<file path="src/wsd_pkg.sv">
`default_nettype none
package wsd_pkg;

  localparam int ByteW   = 8;
  localparam int StatusW = 3;
  localparam int LenW    = 64;
  localparam int KeyW    = 32;

  typedef logic [ByteW-1:0]   byte_t;
  typedef logic [StatusW-1:0] status_t;

  localparam status_t ST_OK        = 3'd0;
  localparam status_t ST_SHORT_HDR = 3'd1;
  localparam status_t ST_SHORT_EXT = 3'd2;
  localparam status_t ST_SHORT_KEY = 3'd3;
  localparam status_t ST_SHORT_PAY = 3'd4;

endpackage
`default_nettype wire

</file>
<file path="src/wsd_in_if.sv">
`default_nettype none
interface wsd_in_if;
  import wsd_pkg::*;

  logic  valid;
  logic  ready;
  byte_t data_byte;
  logic  end_of_buffer;

  modport source (output valid, output data_byte, output end_of_buffer, input ready);
  modport sink   (input valid, input data_byte, input end_of_buffer, output ready);
endinterface
`default_nettype wire

</file>
<file path="src/wsd_out_if.sv">
`default_nettype none
interface wsd_out_if;
  import wsd_pkg::*;

  logic    valid;
  logic    ready;
  byte_t   payload_byte;
  logic    data_valid;
  logic    last_payload;
  status_t status;

  modport source (output valid, output payload_byte, output data_valid,
                  output last_payload, output status, input ready);
  modport sink   (input valid, input payload_byte, input data_valid,
                  input last_payload, input status, output ready);
endinterface
`default_nettype wire

</file>
<file path="src/websocket_frame_deframer.sv">
// WebSocket frame deframer, receive side.
// in_ch carries one buffer byte per item, end_of_buffer marking the buffer's
// last byte. out_ch carries at most one result per input item: a payload byte
// (data_valid 1), or an empty-frame / error marker (data_valid 0,
// last_payload 1, status naming the missing part).
// Header, extended length and key bytes give at most a marker; trailing bytes none.
// Pipeline: input register, then one pass of parse/unmask logic into the
// result register. A byte's result is registered when the byte leaves the
// input register, which waits while the result register is full and stalled.
// Throughput is one byte per cycle while out_ch is not stalled; the 64-bit
// remaining-length counter updates in the same single pass.
// The input register takes a new byte while a result waits in the output
// register; once both are full and out_ch.ready is low, in_ch.ready drops and
// nothing is lost. Bytes without a result advance whenever the output
// register is free or being emptied.
// Synchronous active-low reset empties both registers and returns the parser
// to the first header byte of a new buffer.
`default_nettype none
module websocket_frame_deframer (
  input  wire        clk,
  input  wire        rst_n,
  wsd_in_if.sink     in_ch,
  wsd_out_if.source  out_ch
);
  import wsd_pkg::*;

  localparam logic [2:0] PH_HDR0  = 3'd0;
  localparam logic [2:0] PH_HDR1  = 3'd1;
  localparam logic [2:0] PH_EXT   = 3'd2;
  localparam logic [2:0] PH_KEY   = 3'd3;
  localparam logic [2:0] PH_BODY  = 3'd4;
  localparam logic [2:0] PH_DRAIN = 3'd5;

  localparam logic [6:0] LEN16 = 7'd126;
  localparam logic [6:0] LEN64 = 7'd127;

  // input register
  logic  in_valid_r;
  byte_t in_data_r;
  logic  in_eob_r;

  // parser state; ext_r holds extended length bytes still expected minus one
  logic [2:0]      phase_r, phase_nxt;
  logic [2:0]      ext_r, ext_nxt;
  logic [LenW-1:0] rem_r, rem_nxt;
  logic [KeyW-1:0] key_r, key_nxt;
  logic            masked_r, masked_nxt;
  logic [1:0]      kidx_r, kidx_nxt;

  // result register
  logic    out_valid_r;
  byte_t   out_byte_r, out_byte_nxt;
  logic    out_dv_r, out_dv_nxt;
  logic    out_last_r, out_last_nxt;
  status_t out_st_r, out_st_nxt;
  logic    emit;

  logic  advance;
  logic  do_after, do_body;
  byte_t kb;

  assign advance     = in_valid_r && (!out_valid_r || out_ch.ready);
  assign in_ch.ready = !in_valid_r || advance;

  always_comb begin
    phase_nxt    = phase_r;
    ext_nxt      = ext_r;
    rem_nxt      = rem_r;
    key_nxt      = key_r;
    masked_nxt   = masked_r;
    kidx_nxt     = kidx_r;
    emit         = 1'b0;
    out_byte_nxt = '0;
    out_dv_nxt   = 1'b0;
    out_last_nxt = 1'b1;
    out_st_nxt   = ST_OK;
    do_after     = 1'b0;
    do_body      = 1'b0;
    kb           = key_r[(KeyW-ByteW) - ByteW*kidx_r +: ByteW];

    case (phase_r)
      PH_HDR1: begin
        masked_nxt = in_data_r[7];
        rem_nxt    = '0;
        if (in_data_r[6:0] == LEN16 || in_data_r[6:0] == LEN64) begin
          ext_nxt = (in_data_r[6:0] == LEN16) ? 3'd1 : 3'd7;
          if (in_eob_r) begin
            phase_nxt  = PH_HDR0;
            emit       = 1'b1;
            out_st_nxt = ST_SHORT_EXT;
          end else begin
            phase_nxt = PH_EXT;
          end
        end else begin
          rem_nxt  = {{(LenW-7){1'b0}}, in_data_r[6:0]};
          do_after = 1'b1;
        end
      end
      PH_EXT: begin
        rem_nxt = {rem_r[LenW-ByteW-1:0], in_data_r};
        ext_nxt = ext_r - 3'd1;
        if (ext_r == 3'd0) begin
          do_after = 1'b1;
        end else if (in_eob_r) begin
          phase_nxt  = PH_HDR0;
          emit       = 1'b1;
          out_st_nxt = ST_SHORT_EXT;
        end
      end
      PH_KEY: begin
        key_nxt = {key_r[KeyW-ByteW-1:0], in_data_r};
        if (kidx_r == 2'd3) begin
          do_body = 1'b1;
        end else begin
          kidx_nxt = kidx_r + 2'd1;
          if (in_eob_r) begin
            phase_nxt  = PH_HDR0;
            emit       = 1'b1;
            out_st_nxt = ST_SHORT_KEY;
          end
        end
      end
      PH_BODY: begin
        kidx_nxt = kidx_r + 2'd1;
        rem_nxt  = rem_r - 1'b1;
        if (rem_nxt == '0) begin
          phase_nxt    = in_eob_r ? PH_HDR0 : PH_DRAIN;
          emit         = 1'b1;
          out_byte_nxt = masked_r ? (in_data_r ^ kb) : in_data_r;
          out_dv_nxt   = 1'b1;
        end else if (in_eob_r) begin
          phase_nxt  = PH_HDR0;
          emit       = 1'b1;
          out_st_nxt = ST_SHORT_PAY;
        end else begin
          emit         = 1'b1;
          out_byte_nxt = masked_r ? (in_data_r ^ kb) : in_data_r;
          out_dv_nxt   = 1'b1;
          out_last_nxt = 1'b0;
        end
      end
      PH_DRAIN: begin
        if (in_eob_r) begin
          phase_nxt = PH_HDR0;
        end
      end
      default: begin
        if (in_eob_r) begin
          phase_nxt  = PH_HDR0;
          emit       = 1'b1;
          out_st_nxt = ST_SHORT_HDR;
        end else begin
          phase_nxt = PH_HDR1;
        end
      end
    endcase

    if (do_after) begin
      if (masked_nxt) begin
        kidx_nxt = 2'd0;
        key_nxt  = '0;
        if (in_eob_r) begin
          phase_nxt  = PH_HDR0;
          emit       = 1'b1;
          out_st_nxt = ST_SHORT_KEY;
        end else begin
          phase_nxt = PH_KEY;
        end
      end else begin
        do_body = 1'b1;
      end
    end

    if (do_body) begin
      kidx_nxt = 2'd0;
      if (rem_nxt == '0) begin
        phase_nxt = in_eob_r ? PH_HDR0 : PH_DRAIN;
        emit      = 1'b1;
      end else if (in_eob_r) begin
        phase_nxt  = PH_HDR0;
        emit       = 1'b1;
        out_st_nxt = ST_SHORT_PAY;
      end else begin
        phase_nxt = PH_BODY;
      end
    end
  end

  always_ff @(posedge clk) begin
    if (!rst_n) begin
      in_valid_r  <= 1'b0;
      out_valid_r <= 1'b0;
      phase_r     <= PH_HDR0;
      ext_r       <= '0;
      rem_r       <= '0;
      key_r       <= '0;
      masked_r    <= 1'b0;
      kidx_r      <= '0;
    end else begin
      if (in_ch.valid && in_ch.ready) begin
        in_valid_r <= 1'b1;
      end else if (advance) begin
        in_valid_r <= 1'b0;
      end
      if (advance) begin
        out_valid_r <= emit;
        phase_r     <= phase_nxt;
        ext_r       <= ext_nxt;
        rem_r       <= rem_nxt;
        key_r       <= key_nxt;
        masked_r    <= masked_nxt;
        kidx_r      <= kidx_nxt;
      end else if (out_ch.ready) begin
        out_valid_r <= 1'b0;
      end
    end
  end

  always_ff @(posedge clk) begin
    if (in_ch.valid && in_ch.ready) begin
      in_data_r <= in_ch.data_byte;
      in_eob_r  <= in_ch.end_of_buffer;
    end
    if (advance && emit) begin
      out_byte_r <= out_byte_nxt;
      out_dv_r   <= out_dv_nxt;
      out_last_r <= out_last_nxt;
      out_st_r   <= out_st_nxt;
    end
  end

  assign out_ch.valid        = out_valid_r;
  assign out_ch.payload_byte = out_byte_r;
  assign out_ch.data_valid   = out_dv_r;
  assign out_ch.last_payload = out_last_r;
  assign out_ch.status       = out_st_r;

  a_dv_ok: assert property (@(posedge clk) disable iff (!rst_n)
    (out_valid_r && out_dv_r) |-> (out_st_r == ST_OK))
    else $error("payload item carries an error status");

  a_err_marker: assert property (@(posedge clk) disable iff (!rst_n)
    (out_valid_r && out_st_r != ST_OK) |-> (out_last_r && !out_dv_r && out_byte_r == '0))
    else $error("error item is not a closing marker");

  a_ready_free: assert property (@(posedge clk) disable iff (!rst_n)
    !out_valid_r |-> in_ch.ready)
    else $error("input stalled with empty result register");

  a_body_len: assert property (@(posedge clk) disable iff (!rst_n)
    (phase_r == PH_BODY) |-> (rem_r != '0))
    else $error("payload phase with no bytes left");

endmodule
`default_nettype wire
</file>
<file path="src/flat_wrapper.sv">
// flat-port wrapper written by rule: the top's interface ports become plain ports
module websocket_frame_deframer_flat import wsd_pkg::*;
  (clk, rst_n, in_ch_valid, in_ch_data_byte, in_ch_end_of_buffer, in_ch_ready, out_ch_valid, out_ch_payload_byte, out_ch_data_valid, out_ch_last_payload, out_ch_status, out_ch_ready);
  wsd_in_if in_ch_i ();
  wsd_out_if out_ch_i ();
  input  wire clk;
  input  wire rst_n;
  input wire logic [$bits(in_ch_i.valid)-1:0] in_ch_valid;
  input wire logic [$bits(in_ch_i.data_byte)-1:0] in_ch_data_byte;
  input wire logic [$bits(in_ch_i.end_of_buffer)-1:0] in_ch_end_of_buffer;
  output wire logic [$bits(in_ch_i.ready)-1:0] in_ch_ready;
  output wire logic [$bits(out_ch_i.valid)-1:0] out_ch_valid;
  output wire logic [$bits(out_ch_i.payload_byte)-1:0] out_ch_payload_byte;
  output wire logic [$bits(out_ch_i.data_valid)-1:0] out_ch_data_valid;
  output wire logic [$bits(out_ch_i.last_payload)-1:0] out_ch_last_payload;
  output wire logic [$bits(out_ch_i.status)-1:0] out_ch_status;
  input wire logic [$bits(out_ch_i.ready)-1:0] out_ch_ready;
  assign in_ch_i.valid = in_ch_valid;
  assign in_ch_i.data_byte = in_ch_data_byte;
  assign in_ch_i.end_of_buffer = in_ch_end_of_buffer;
  assign in_ch_ready = in_ch_i.ready;
  assign out_ch_valid = out_ch_i.valid;
  assign out_ch_payload_byte = out_ch_i.payload_byte;
  assign out_ch_data_valid = out_ch_i.data_valid;
  assign out_ch_last_payload = out_ch_i.last_payload;
  assign out_ch_status = out_ch_i.status;
  assign out_ch_i.ready = out_ch_ready;
  websocket_frame_deframer u_core (.clk(clk), .rst_n(rst_n), .in_ch(in_ch_i), .out_ch(out_ch_i));
endmodule
</file>
<file path="config.mk">
export PLATFORM = sky130hd
export DESIGN_NAME = websocket_frame_deframer_flat
export DESIGN_NICKNAME = d
export VERILOG_FILES = /design/src/wsd_pkg.sv /design/src/wsd_in_if.sv /design/src/wsd_out_if.sv /design/src/websocket_frame_deframer.sv /design/src/flat_wrapper.sv
export SDC_FILE = /design/constraint.sdc
export NUM_CORES = 1
export LEC_CHECK = 0
export BUFFER_PORTS_ARGS = -buffer_cell sky130_fd_sc_hd__buf_2
export CAP_MARGIN = 20
export CELL_PAD_IN_SITES_DETAIL_PLACEMENT = 0
export CELL_PAD_IN_SITES_GLOBAL_PLACEMENT = 1
export CORE_MARGIN = 2
export CORE_UTILIZATION = 38
export CTS_BUF_LIST = sky130_fd_sc_hd__clkbuf_16
export DETAILED_ROUTE_END_ITERATION = 12
export GPL_TIMING_DRIVEN = 0
export PLACE_DENSITY_LB_ADDON = 0.1
export SYNTH_ARGS = -nofsm -noshare
export SYNTH_HDL_FRONTEND = slang
export SYNTH_SLANG_ARGS = --single-unit
export TNS_END_PERCENT = 1
</file>
<file path="constraint.sdc">
create_clock -name clk -period 5.3 [get_ports clk]
set_input_delay 1.06 -clock clk [delete_from_list [all_inputs] [get_ports clk]]
set_output_delay 1.06 -clock clk [all_outputs]
set_load 0.005 [all_outputs]
</file>
# [Word level (Yosys, flattened, before mapping)]
# Index checks and enable logic that the tools add are counted.
[classes] eq_ne=9 muxes=71 shift=1 addsub=4 bitwise_logic=2 n_reduce_logical=16
[ops] cell="$pmux W64 S3" count=1
[ops] cell="$logic_not A64 Y1" count=2
[ops] cell="$mux W32" count=3
[ops] cell="$mux W3" count=24
[ops] cell="$sub A64 B1 Y64 const B" count=1
[ops] cell="$shiftx A32 B33 Y8" count=1
[ops] cell="$pmux W3 S5" count=2
[ops] cell="$mux W1" count=25
[ops] cell="$mux W8" count=3
[ops] cell="$mux W2" count=8
[ops] cell="$eq A7 B7 Y1 const B" count=2
[ops] cell="$xor A8 B8 Y8" count=1
[ops] cell="$mux W7" count=1
[ops] cell="$eq A3 B2 Y1 const B" count=2
[ops] cell="$eq A3 B3 Y1 const B" count=2
[ops] cell="$pmux W3 S2" count=1
[ops] cell="$reduce_bool A2 Y1" count=3
[ops] cell="$sub A5 B5 Y6 const A" count=1
[ops] cell="$pmux W1 S5" count=1
[ops] cell="$pmux W2 S2" count=1
[ops] cell="$eq A3 B1 Y1 const B" count=1
[ops] cell="$logic_and A1 B1 Y1" count=3
[ops] cell="$logic_not A3 Y1" count=1
[ops] cell="$logic_or A1 B1 Y1" count=3
[ops] cell="other kinds (9)" count=10
[totals] regBits=129 wordCells=117 in_bits=13 output_inout_bits=15

# [Longest topological paths before layout]
[logic_depth] word_depth=11 ltp_mapped=13 depth_no_buf=11

# [Worst setup path after synthesis]
# Ideal clock, no wire load.
[synth_path] path_type="register to register" from="reg u_core.rem_r[5]" to="reg u_core.out_dv_r, in the netlist u_core.out_ch.data_valid (enable)" t_arrival_ps=4000 synth_period_minus_slack_ps=4388 setup_slack_ps=912 path_buffers=2 stages_incl_launch_ff=12 path_cell_list="dfxtp_1 -> or4_1 -> buf_2 -> or4_4 -> buf_6 -> nor4_1 -> mux2i_1 -> o21ai_0 -> or4_1 -> nor4_1 -> nand4_1 -> o22ai_1"
[synth_via] elab_chain_len=6
[synth_rtl] item="start: declaration" line_no="websocket_frame_deframer.sv:45" text="logic [LenW-1:0] rem_r, rem_nxt;"
[synth_rtl] item="start signal: assignment" line_no="websocket_frame_deframer.sv:209" text="rem_r <= rem_nxt;"
[synth_rtl] item="$sub A64 B1 Y64" line_no="websocket_frame_deframer.sv:125" text="rem_nxt = rem_r - 1'b1;"
[synth_rtl] item="$pmux W64 S3 *" line_no="websocket_frame_deframer.sv:81" text="case (phase_r)"
[synth_rtl] item="$logic_not A64 Y1 *" line_no="websocket_frame_deframer.sv:176" text="if (rem_nxt == '0) begin"
[synth_rtl] item="$mux W1 *" line_no="websocket_frame_deframer.sv:176"
[synth_rtl] item="$mux W1 *" line_no="websocket_frame_deframer.sv:174" text="if (do_body) begin"
[synth_rtl] item="$logic_and A1 B1 Y1 *" line_no="websocket_frame_deframer.sv:224" text="if (advance && emit) begin"
[synth_rtl] item="end signal: assignment" line_no="websocket_frame_deframer.sv:226" text="out_dv_r <= out_dv_nxt;"
[synth_rtl] item="end: declaration" line_no="websocket_frame_deframer.sv:53" text="logic out_dv_r, out_dv_nxt;"
# Every way passes the cells marked *; elsewhere a longest branch is shown, timed or not.
# A chain may end at the register's enable or synchronous reset.

# [Final worst setup path]
[layout_path] from="reg u_core.rem_r[31]" to="reg u_core.out_byte_r[3], in the netlist u_core.out_ch.payload_byte[3] (data pin)"
[layout_via] elab_chain_len=3
[layout_rtl] item="$sub A64 B1 Y64" line_no="websocket_frame_deframer.sv:125"
[layout_rtl] item="$logic_not A64 Y1" line_no="websocket_frame_deframer.sv:126" text="if (rem_nxt == '0) begin"
[layout_rtl] item="$mux W8" line_no="websocket_frame_deframer.sv:126"
[layout_rtl] item="end signal: assignment" line_no="websocket_frame_deframer.sv:225" text="out_byte_r <= out_byte_nxt;"
[layout_rtl] item="end: declaration" line_no="websocket_frame_deframer.sv:52" text="byte_t out_byte_r, out_byte_nxt;"
# No other way between the ends.

==> impl_results.md <==
* FILL cells at 2741
* Int Pwr at 1.943 mW
* Storage element area at 2803 µm²
* CP Max Fanout at 10
* Via count at 12311
* Chip Height at 164.9 µm
* Syn Nets at 1399
* Synthesized flop and latch total at 129
* Leakage at 3.861 nW
* Slew Limit Headroom at 0.1489
* Starting DRT DRC Count at 2138
* Crit path max-delay family: simple AND/OR/NAND/NOR gates
* Asr flop ratio synth at 0
* Synth Flop Type: dfxtp_1
* CP Launch Type: flop
* Syn avg cell area at 7.135 µm²
* Total Power at 3.106 mW
* Share of cells above drive strength 1 at 0.09053
* Crit end category: flop
* Worst EP arrival at 5.60 ns
* Final Max Tran Viols at 0
* Final WS setup at -0.01833 ns
* Final period util at 1.003
* CTS tree: yes
* PortBufs at 26
* Routed Antenna Nets at 0
* Slowest CP cell: a2111oi_0
* Placed Cells at 1743
* Flop pwr share at 0.333
* Worst Path Required at 5.58 ns
* Min cycle time layout at 5.318 ns
* Die ar. at 27200 µm²
* WP buf/inv at 2
* Clock Skews at 0.02492 ns
* Sw Ratio at 0.3745
* Min-Delay Path Class: flop to flop
* Least-Margin Pin Slew at 1.277 ns
* Worst path max stage delay at 0.73 ns
* MaxCap Viol Count at 0
* Rows at 58
* P&R area growth vs syn at 13.71%
* Mapped Area at 9839 µm²
* Post-Layout Cell Count at 1778
* Setup Viol. Count Final at 2
* DP HPWL at 41310 µm
* RSZ-0062 raised after global routing: no
* CTS HTree Levels at 4
* CTS clk-pin slew, worst paths at 0.07 ns
* WHS at 0.4547 ns
* Initial DRT Pass Iterations at 7
* Max clock buf depth at 2
* DR vias/cell at 6.924
* Combinational fraction of design power at 0.240
* Synth unique cells at 80
* Number of synthesized flops with an enable pin at 22
* First-pass GRT wire length at 81050 µm
* Initial antenna violation count at 0
* Routed WL per cell at 31.80 µm
* Cell Pwr Density at 277.6 nW/µm²
* Most used cell, CP: clkbuf_1
* Final Util at 0.4418
* Core area at 25330 µm²
* Clk_lat worst skew at 0.45 ns
* Multi-input gate area at 6476 µm²
* Post-layout nets at 1454
* Number of CTS-inserted buffers at 17
* VDD IR max at 0.0001954 V
* Setup CP Type: flop to flop
* Final-report hold violation count at 0
* # DRC at 0
* Failing checks: setup timing
* Io pins at 28
* Initial Util at 0.3885
* Crit path cell chain: clkbuf_1 -> or4_1 -> clkbuf_1 -> or3_1 -> o21ai_0 -> nand4_1 -> a2111oi_0 -> nand4b_1 -> nor4_2 -> o21ai_1 -> nor2_1
* WL final at 56540 µm
* Die width at 164.9 µm
* Gr usage total at 0.4203
* Grt total ovfl at 0
* Max Fclk at 188.0 MHz
* Synth warn at 0
* Largest net degree at the start of global routing at 17
* CTS sink cnt at 129
* Root Buffer: clkbuf_16
* Vias in the first global route at 11588
* Routability cong. at 1.063
* Clock Power Share at 0.427
* Status: finished, violations left
* Syn Inst Count at 1379
* Seq/Total Area, Yosys at 0.2848
* NetSw at 1.163 mW
-- through the flow --
stage | TNS (ns) | setup WS, ns | instance area [µm²]
CTS | 0 | 0.005135 | 11130
floorplan | 0 | 0.9123 | 9839
global placement | -28.24 | -1.576 | 10380
global route | 0 | 0.01508 | 11190
detailed placement | -9.539 | -0.7786 | 10450
finish | -0.02194 | -0.01833 | 11190
-- state kept, by name (all words and copies together) (netlist names), 2 cells and up --
name / count
u_core.out_ch.payload_byte: 8
u_core.out_ch.status: 3
u_core.rem_r: 64
u_core.phase_r: 3
u_core.kidx_r: 2
u_core.in_data_r: 8
u_core.key_r: 32
u_core.ext_r: 3
-- power groups by stage --
stage	logic, mW	registers, mW	clock network [mW]
after floorplan	0.411	1.04	0
after global placement	0.678	1.06	0
after detailed placement	0.679	1.06	0
after CTS	0.690	1.03	1.33
after global routing	0.757	1.03	1.37
final	0.745	1.03	1.33
-- cells by family after synthesis --
family                     after synthesis  synth area share
DFF                                    129            0.2848
adders and majority gates                8          0.009918
AOI/OAI and AO/OA                      356            0.2384
and+or+nand+nor                        657            0.3361
muxes                                   27           0.03840
xor gates and xnor gates                28           0.02492
buffers and inverters                  174           0.06740
-- cell usage after synthesis, drive strengths merged, types with 18 or more instances --
master | instances | share of area
a211oi | 22 | 0.017
a21oi | 116 | 0.059
buf | 22 | 0.0094
clkbuf | 125 | 0.048
dfxtp | 107 | 0.22
edfxtp | 22 | 0.067
inv | 27 | 0.010
nand2 | 199 | 0.076
nand3 | 29 | 0.015
nand4 | 34 | 0.022
nor2 | 144 | 0.055
nor3 | 51 | 0.026
nor4 | 76 | 0.051
o21ai | 47 | 0.024
o22ai | 36 | 0.023
or3 | 20 | 0.013
or4 | 18 | 0.014
-- timing repair --
item | 4_1_cts | 5_1_grt
endpoints found under the setup margin | 16 | 22
pin swaps | 0 | 1
gates resized for setup | 16 | 13
hold buffers | 0 | 0
gates cloned | 0 | 0
buffers inserted | 0 | 1
-- per-layer routing --
| layer | vias up | share of wire | GRT usage |
|---|---|---|---|
| met5 | - | 0 | 0 |
| met4 | 0 | 0.066 | 0.2375 |
| met3 | 250 | 0.14 | 0.1263 |
| met2 | 1033 | 0.41 | 0.6126 |
| met1 | 5774 | 0.39 | 0.5508 |
| li1 | 5254 | - | - |
-- tightest hold or removal path, cell delays in order, from the launching register on --
cell and delay, ns:
dfxtp_1 0.31, nand2_1 0.05, a21oi_1 0.05
-- cell usage in the layout (no fill, tap or decap), drive strengths merged, types with 9 or more instances in the layout --
cell type	netlist	final
a311oi	11	11
nor3	51	51
or2	10	10
o22ai	36	36
nand2	199	199
inv	27	37
nand2b	10	10
nor4	76	76
a211oi	22	22
a21oi	116	116
edfxtp	22	22
nand4	34	34
mux2i	13	13
a31oi	12	12
dfxtp	107	107
or3	20	20
and4	9	9
xnor2	16	16
clkbuf	125	143
buf	22	55
nor2	144	144
nand3	29	29
nor2b	12	12
or4	18	18
xor2	12	12
o21ai	47	47
o21a	11	11
-- path summary, 6_finish.rpt --
path	start	endpoint	slack, ns	cells after the start
max reg2reg	u_core.rem_r[31]$_SDFFE_PN0P_	u_core.out_ch.payload_byte[3]$_SDFFCE_PN0P_	-0.02	11
max	u_core.rem_r[31]$_SDFFE_PN0P_	u_core.out_ch.payload_byte[3]$_SDFFCE_PN0P_	-0.02	11
min	u_core.key_r[26]$_SDFFE_PN0P_	u_core.key_r[26]$_SDFFE_PN0P_	0.45	2
min reg2reg	u_core.key_r[26]$_SDFFE_PN0P_	u_core.key_r[26]$_SDFFE_PN0P_	0.45	2
-- area by class of cell --
cell class,instances,area share
antenna,1,0.0002237
buffer,147,0.05178
clock buffer,17,0.03802
clock inverter,15,0.01700
inverter,27,0.009058
multi-input combinational,1076,0.5788
sequential,129,0.2505
tap,330,0.03690
timing repair buffer,36,0.01767
Note: power is estimated with default switching activity, not from simulation.
